`config.mk`:
```
export PLATFORM = sky130hd
export DESIGN_NAME = nsfc_back
export DESIGN_NICKNAME = d
export VERILOG_FILES = /design/src/hdl/nsfc_pkg.sv /design/src/hdl/nsfc_back.sv
export SDC_FILE = /design/constraint.sdc
export NUM_CORES = 1
export LEC_CHECK = 0
export BUFFER_PORTS_ARGS = -buffer_cell sky130_fd_sc_hd__buf_2
export CORE_MARGIN = 2
export CORE_UTILIZATION = 61
export CTS_CLUSTER_DIAMETER = 100
export DETAILED_ROUTE_END_ITERATION = 8
export PLACE_DENSITY_LB_ADDON = 0.08
export REMOVE_ABC_BUFFERS = 1
export SLEW_MARGIN = 20
export SYNTH_ARGS = -nofsm -noshare
export SYNTH_HDL_FRONTEND = slang
export SYNTH_SLANG_ARGS = --single-unit
```
`constraint.sdc`:
```
create_clock -name clk_i -period 5.7 [get_ports clk_i]
set_clock_uncertainty 0.05 [all_clocks]
set_input_delay 0.57 -clock clk_i [delete_from_list [all_inputs] [get_ports clk_i]]
set_output_delay 0.57 -clock clk_i [all_outputs]
set_load 0.005 [all_outputs]
```
`src/hdl/nsfc_pkg.sv`:
```
// ----------------------------------------------------------------------------
// nsfc_pkg
// Shared types and constants for the NMEA sentence framer and checksum checker.
// ----------------------------------------------------------------------------
package nsfc_pkg;

  localparam int unsigned LINE_CAPACITY = 256;
  localparam int unsigned CNT_W         = $clog2(LINE_CAPACITY);
  localparam int unsigned SHORT_LIMIT   = 6;

  localparam int unsigned QUEUE_DEPTH   = 4;
  localparam int unsigned QPTR_W        = $clog2(QUEUE_DEPTH);

  localparam logic [7:0] CHAR_DOLLAR = 8'h24;
  localparam logic [7:0] CHAR_STAR   = 8'h2A;
  localparam logic [7:0] CHAR_CR     = 8'h0D;
  localparam logic [7:0] CHAR_LF     = 8'h0A;
  localparam logic [7:0] PRINT_LO    = 8'h20;
  localparam logic [7:0] PRINT_HI    = 8'h7F;

  typedef enum logic [2:0] {
    KIND_START    = 3'd0,
    KIND_BODY     = 3'd1,
    KIND_GOOD     = 3'd2,
    KIND_BAD      = 3'd3,
    KIND_SHORT    = 3'd4,
    KIND_OVERFLOW = 3'd5
  } kind_e;

  // Classified byte handed from the front end to the sentence engine.
  typedef struct packed {
    logic [7:0] byte_val;
    logic       is_dollar;
    logic       is_eol;
    logic       is_print;
    logic       is_star;
    logic [4:0] hex;       // bit 4 set when the byte is a hex digit
  } item_t;

  // Reported length saturates at 255 for larger buffers.
  function automatic logic [7:0] sat_len(input logic [CNT_W-1:0] cnt);
    logic [31:0] wide;
    wide = 32'(cnt);
    return (wide > 32'd255) ? 8'hFF : wide[7:0];
  endfunction

endpackage

```
`src/hdl/nsfc_back.sv`:
```
// ----------------------------------------------------------------------------
// nsfc_back
// Sentence engine: tracks framing, running XOR and checksum digits, and
// holds the result register.
// ----------------------------------------------------------------------------
module nsfc_back (
  input  logic            clk_i,
  input  logic            rst_ni,
  input  logic            q_valid_i,
  input  nsfc_pkg::item_t q_item_i,
  output logic            q_pop_o,
  output logic            out_valid_o,
  input  logic            out_ready_i,
  output logic [2:0]      kind_o,
  output logic [7:0]      char_out_o,
  output logic [7:0]      line_length_o
);

  logic                       in_sent_q, in_sent_d;
  logic [nsfc_pkg::CNT_W-1:0] cnt_q, cnt_d;
  logic [7:0]                 xor_q, xor_d;
  logic [7:0]                 star_xor_q, star_xor_d;
  logic                       star_q, star_d;
  logic [1:0]                 after_q, after_d;
  logic [4:0]                 hex1_q, hex1_d;
  logic [4:0]                 hex2_q, hex2_d;

  logic                       ovalid_q, ovalid_d;
  nsfc_pkg::kind_e            kind_q, kind_d;
  logic [7:0]                 char_q, char_d;
  logic [7:0]                 len_q, len_d;

  logic       sum_good;
  logic [7:0] want;
  logic       emit;

  assign q_pop_o = q_valid_i && (!ovalid_q || out_ready_i);

  always_comb begin
    want = hex2_q[4] ? {hex1_q[3:0], hex2_q[3:0]} : {4'h0, hex1_q[3:0]};
    sum_good = star_q && (after_q == 2'd2) && hex1_q[4] && (star_xor_q == want);
  end

  always_comb begin
    in_sent_d  = in_sent_q;
    cnt_d      = cnt_q;
    xor_d      = xor_q;
    star_xor_d = star_xor_q;
    star_d     = star_q;
    after_d    = after_q;
    hex1_d     = hex1_q;
    hex2_d     = hex2_q;
    emit       = 1'b0;
    kind_d     = kind_q;
    char_d     = 8'h00;

    if (q_pop_o) begin
      if (q_item_i.is_dollar) begin
        in_sent_d  = 1'b1;
        cnt_d      = nsfc_pkg::CNT_W'(1);
        xor_d      = '0;
        star_xor_d = '0;
        star_d     = 1'b0;
        after_d    = '0;
        hex1_d     = '0;
        hex2_d     = '0;
        emit       = 1'b1;
        kind_d     = nsfc_pkg::KIND_START;
        char_d     = q_item_i.byte_val;
      end else if (in_sent_q) begin
        if (q_item_i.is_eol) begin
          in_sent_d = 1'b0;
          emit      = 1'b1;
          if (cnt_q <= nsfc_pkg::CNT_W'(nsfc_pkg::SHORT_LIMIT)) begin
            kind_d = nsfc_pkg::KIND_SHORT;
          end else begin
            kind_d = sum_good ? nsfc_pkg::KIND_GOOD : nsfc_pkg::KIND_BAD;
          end
        end else if (cnt_q >= nsfc_pkg::CNT_W'(nsfc_pkg::LINE_CAPACITY - 1)) begin
          // buffer full: abandon the sentence
          in_sent_d = 1'b0;
          emit      = 1'b1;
          kind_d    = nsfc_pkg::KIND_OVERFLOW;
        end else if (q_item_i.is_print) begin
          if (q_item_i.is_star) begin
            star_xor_d = xor_q;
            star_d     = 1'b1;
            after_d    = '0;
            hex1_d     = '0;
            hex2_d     = '0;
          end else if (star_q) begin
            if (after_q == 2'd0) begin
              hex1_d = q_item_i.hex;
            end else if (after_q == 2'd1) begin
              hex2_d = q_item_i.hex;
            end
            if (after_q != 2'd2) begin
              after_d = after_q + 2'd1;
            end
          end
          xor_d  = xor_q ^ q_item_i.byte_val;
          cnt_d  = cnt_q + 1'b1;
          emit   = 1'b1;
          kind_d = nsfc_pkg::KIND_BODY;
          char_d = q_item_i.byte_val;
        end
      end
    end

    len_d = nsfc_pkg::sat_len(cnt_d);
    if (emit) begin
      ovalid_d = 1'b1;
    end else if (out_ready_i) begin
      ovalid_d = 1'b0;
    end else begin
      ovalid_d = ovalid_q;
    end
  end

  always_ff @(posedge clk_i or negedge rst_ni) begin
    if (!rst_ni) begin
      in_sent_q  <= 1'b0;
      cnt_q      <= '0;
      xor_q      <= '0;
      star_xor_q <= '0;
      star_q     <= 1'b0;
      after_q    <= '0;
      hex1_q     <= '0;
      hex2_q     <= '0;
      ovalid_q   <= 1'b0;
    end else begin
      in_sent_q  <= in_sent_d;
      cnt_q      <= cnt_d;
      xor_q      <= xor_d;
      star_xor_q <= star_xor_d;
      star_q     <= star_d;
      after_q    <= after_d;
      hex1_q     <= hex1_d;
      hex2_q     <= hex2_d;
      ovalid_q   <= ovalid_d;
    end
  end

  always_ff @(posedge clk_i) begin
    if (emit) begin
      kind_q <= kind_d;
      char_q <= char_d;
      len_q  <= len_d;
    end
  end

  assign out_valid_o   = ovalid_q;
  assign kind_o        = kind_q;
  assign char_out_o    = char_q;
  assign line_length_o = len_q;

endmodule

```
# After elaboration in Yosys (flattened, before gate mapping)

Index checks and enable logic that the tools add are counted.

Register bits: 58
Bits of input ports: 21
Output and inout bits: 21

$add $sub $neg: 2
$lt $le $gt $ge: 2
Equality and inequality tests: 7
Mux-type cells: 72
Bitwise operators: 1
Reductions and logical operators: 22

Operators with widths:

| operator            | count |
|---|---|
| $mux 8              | 23 |
| $mux 5              | 17 |
| $mux 1              | 19 |
| $mux 2              | 8 |
| $mux 3              | 5 |
| $reduce_and 7->1    | 2 |
| $reduce_bool 3->1   | 4 |
| $add 8x1->8 const B | 1 |
| $eq 8x8->1          | 1 |
| $ge 8x8->1 const B  | 1 |
| $le 8x3->1 const B  | 1 |
| $reduce_and 8->1    | 1 |
| $reduce_bool 2->1   | 4 |
| $xor 8x8->8         | 1 |
| $reduce_and 6->1    | 1 |
| $reduce_and 5->1    | 1 |
| $logic_and 1x1->1   | 4 |
| $ne 2x2->1 const B  | 2 |
| $reduce_and 4->1    | 1 |
| $reduce_bool 4->1   | 1 |
| $ne 3x3->1 const B  | 1 |
| $add 2x1->2 const B | 1 |
| $eq 2x1->1 const B  | 1 |
| $eq 2x2->1 const B  | 1 |
| other kinds (4)     | 4 |

# Depth between registers and ports, before layout

Word-level depth: 10
Depth in mapped cells: 7

# Worst setup path after synthesis

No wires, ideal clock.

Kind: reg-to-reg
From: reg cnt_q[1] (netlist bit)
To: reg char_q[0], in the netlist char_out_o[0], enable pin
Library setup time: 0.413 ns
Data arrival time: 2.207 ns
Required time: 5.237 ns
Path slack: 3.031 ns
Stages on the path, launching flop included: 5
Buffers on the path: 0
Period minus slack after synthesis: 2.669 ns
Cell sequence: dfrtp_1 ha_1 and4_1 a211oi_1 o21ai_0

Cells in the longest elaborated chain, start to end: 6

Ends and longest elaborated chain:

| element                | RTL line         | text |
|---|---|---|
| from (decl)            | nsfc_back.sv:20  | `logic [nsfc_pkg::CNT_W-1:0] cnt_q, cnt_d;` |
| from (signal assigned) | nsfc_back.sv:133 | `cnt_q <= cnt_d;` |
| $ge 8x8->1             | nsfc_back.sv:79  | `end else if (cnt_q >= nsfc_pkg::CNT_W'(nsfc_pkg::LINE_CAPACITY - 1)) begin` |
| $mux 1                 | nsfc_back.sv:79  |  |
| $mux 1                 | nsfc_back.sv:71  | `if (q_item_i.is_eol) begin` |
| $mux 1                 | nsfc_back.sv:70  | `end else if (in_sent_q) begin` |
| $mux 1                 | nsfc_back.sv:58  | `if (q_item_i.is_dollar) begin` |
| $mux 1                 | nsfc_back.sv:57  | `if (q_pop_o) begin` |
| net emit               | nsfc_back.sv:35  | `logic emit;` |
| to (signal assigned)   | nsfc_back.sv:147 | `char_q <= char_d;` |
| to (decl)              | nsfc_back.sv:30  | `logic [7:0] char_q, char_d;` |

The timed path passes the listed nets, and every way through them passes these cells.
A chain may end at the register's enable or synchronous reset.

# Worst setup path in the final report

From: reg cnt_q[1] (netlist bit)
To: reg star_xor_q[7]

Cells in the longest elaborated chain, start to end: 3

Ends and longest elaborated chain:

| element                    | RTL line         | text |
|---|---|---|
| $ge 8x8->1                 | nsfc_back.sv:79  |  |
| $ne 2x2->1 (no line)       | --               |  |
| $reduce_and 6->1 (no line) | --               |  |
| to (signal assigned)       | nsfc_back.sv:135 | `star_xor_q <= star_xor_d;` |
| to (decl)                  | nsfc_back.sv:22  | `logic [7:0] star_xor_q, star_xor_d;` |

No other way between the ends.

==> results.toml <==
[status]
status = "finished clean"

[layout]
layout-drive-gt1-share_pct = 16.9
mostFrequentLayoutCells = "buf_2 (41), dfrtp_1 (39), nand2_1 (32), inv_1 (28), edfxtp_1 (19)"
antenna_cells = 0
multiInputGateArea_um2 = 1260
area.growth.synth_to_final_pct = 12.4
finalNetCount = 364
layout_commonest_cell = "buf_2"
fill_cells = 339
seqCellArea_um2 = 1550

[logic_synthesis]
netlist-cell-type-count = 43
post_synth_instance_area_um2 = 3010
ys.warnings.count = 0
mean_syn_cell_area_um2 = 9.95
synth-edff-count = 19
synth_top_cell_area_share_pct = 32.5
synthCells = 302
synth.top_cells.by_area = "dfrtp_1 (32%), edfxtp_1 (19%), nand2_1 (4.0%)"
ys_ff_latch = 58
yosysSeqAreaShare_pct = 51.5
postSynth.asyncResetShare_pct = 67.2
dominantRegCellSynth = "dfrtp_1"
top_cell_type_by_total_area_after_synthesis = "dfrtp_1"

[timing]
rsz0062_at_grt = "false"
worst_hold_slack_ps = 299
layout_min_cycle_time_ps = 2400
final_hold_viol_count = 0
timing.setup.tns_ps = 0
max_slew.worst_pin.slew_ps = 996
timing.final.crit_share_pct = 42.1
max_clock_freq_mhz = 417
final-setup-viol-count = 0
rel_slew_slack_pct = 33.4
finalMaxSlewViolations = 0

[critical_path]
crit_arrival_ps = 2530
worst_setup_path_start_kind = "flip-flop"
timing.setup.critical_path_class = "reg -> reg"
crit_buf_inv = 1
reg2reg_from = "cnt_q[1]"
setup.worst_path.end_class = "flip-flop"
worst_setup_sp = "cnt_q[1]"
slowest_stage = "o21ai_1"
worst_path_largest_cell_delay_ps = 750
cp_top_family = "compound AO/OA/AOI/OAI gates"
critPathMaxFanout = 28
path_cells = "ha_1 > nand4_1 > nor2_1 > buf_4 > o21ai_1 > o221ai_1"
critical_path_required_ps = 5830

[worst_hold_path]
class_of_the_worst_hold_path = "in -> async"

[die]
floorplan.io_pins = 42
chipHeight_um = 74.2
row_count = 25
core_um2 = 4720
effective_utilization_at_floorplan_pct = 63.6
fp.dieArea_um2 = 5500
dieWidth_um = 74.2

[clocking]
cts_tree = "done"
post_cts.repair.setup_buffers = 0
htree_levels = 3
resize_count_post_cts = 0
clk_latency_ps = 340
cts-root-buf = "clkbuf_8"
clock_tree.buffer_depth = 2
cts.sink_count = 58
worst_setup_hold_path_clk_slew_ps = 60
total_cts_buffers = 9
cts-hold-fix-buffers = 0

[flow_run]
maxCapViolations = 0

[drt]
avgViaCountPerCell = 6.11
num_vias = 2504
dr.first_iter.drc_count = 232
dr.pass1.iters = 4
drt-wirelength-per-cell_um = 16.6
routed_wl_um = 6810
antenna_left = 0
detail_route.drc_violations = 0

[power_and_ir_drop]
post-layout-total-power_mw = 1.17
pleak_nw = 1.42
vdd_drop_max_uv = 198
power_density_nw_per_um2 = 345

[global_route]
grt_pass1_vias = 2279
pin_count_of_the_biggest_net_entering_global_routing = 40
global_route_total_overflow = 0
antenna_violations_before_repair = 0
grt_usage_pct = 26.7
grt_first_pass_wirelength_um = 10900

[place]
hpwl_um = 4670
gpl.final_weighted_congestion = 0.917
portBuffers = 41
-- cell usage after synthesis (2+ instances only) --
cell and number:
a211oi_1 4, a21oi_1 15, a41oi_1 2, and3_1 7
buf_2 9, buf_6 2, clkbuf_1 7, dfrtp_1 39
edfxtp_1 19, ha_1 5, inv_1 28, mux2i_1 4
nand2_1 32, nand2b_1 3, nand3_1 17, nand4_1 12
nor2_1 12, nor2b_1 2, nor3_1 6, nor4_1 2
o211ai_1 13, o21ai_0 6, o21ai_1 2, o221ai_1 7
o22ai_1 2, o31ai_1 13, or4_1 11, xnor2_1 6
-- worst register-to-register path: stages, from the launching register on --
cell	delay, ps
dfrtp_1	460
ha_1	300
nand4_1	170
nor2_1	80
buf_4	230
o21ai_1	760
o221ai_1	200
-- routing by layer --
layer / GRT usage [%] / part of all wire, % / vias to the layer above
met1: 36.0 / 43 / 1199
met5: 0 / 0 / -
met2: 41.3 / 48 / 95
met4: 14.9 / 2.2 / 0
met3: 4.34 / 6.5 / 14
li1: - / - / 1196
-- state kept, by name (all words and copies together) (netlist names), 2 cells and up --
register,flops
line_length_o,8
hex2_q,5
star_xor_q,8
char_out_o,8
hex1_q,5
xor_q,8
after_q,2
cnt_q,8
kind_o,3
-- through the flow --
step / utilization [%] / instances / setup WS, ps / instance area [um^2]
finish: 71.5 / 410 / 3300 / 3380
global route: 71.5 / 410 / 3080 / 3380
CTS: 71.5 / 410 / 3310 / 3380
detailed placement: 68.1 / 394 / 3150 / 3220
global placement: 68.1 / 394 / 3210 / 3220
floorplan: - / 284 / 3030 / 2910
-- final cells by class --
class                   instances  area share (%)
clock buffers                  15            4.63
repair buffers                 43            6.52
multi-input cells             198            37.3
inverters                      28            3.11
flip-flops and latches         58            45.8
well taps                      67            2.48
clock inverters                 1           0.148
-- report_power, final --
part	internal, mW	switching (mW)
sequential	0.512	0.0756
clock	0.170	0.152
combinational	0.116	0.140
total	0.798	0.368
-- worst paths after layout --
| path | endpoint | cells after the start | slack (ps) |
|---|---|---|---|
| min in group clk_i | hex2_q[0] | 3 | 450 |
| max in group asynchronous | star_xor_q[5] | 1 | 4740 |
| setup / recovery | star_xor_q[7] | 6 | 3300 |
| hold / removal | cnt_q[1] | 1 | 300 |
| setup reg to reg | star_xor_q[7] | 6 | 3300 |
| hold reg to reg | after_q[1] | 2 | 500 |
-- kinds of logic (layout without fill, tap and decap cells) --
group,count (synthesis),count (layout),synth area share [%]
and+or+nand+nor,111,111,19.7
xor gates and xnor gates,6,6,1.75
adders and majority gates,5,5,2.08
buffers and inverters,46,87,6.62
muxes,4,4,1.33
AOI/OAI and AO/OA,72,72,17.1
DFF,58,58,51.5
(Power assumes the default switching activity.)
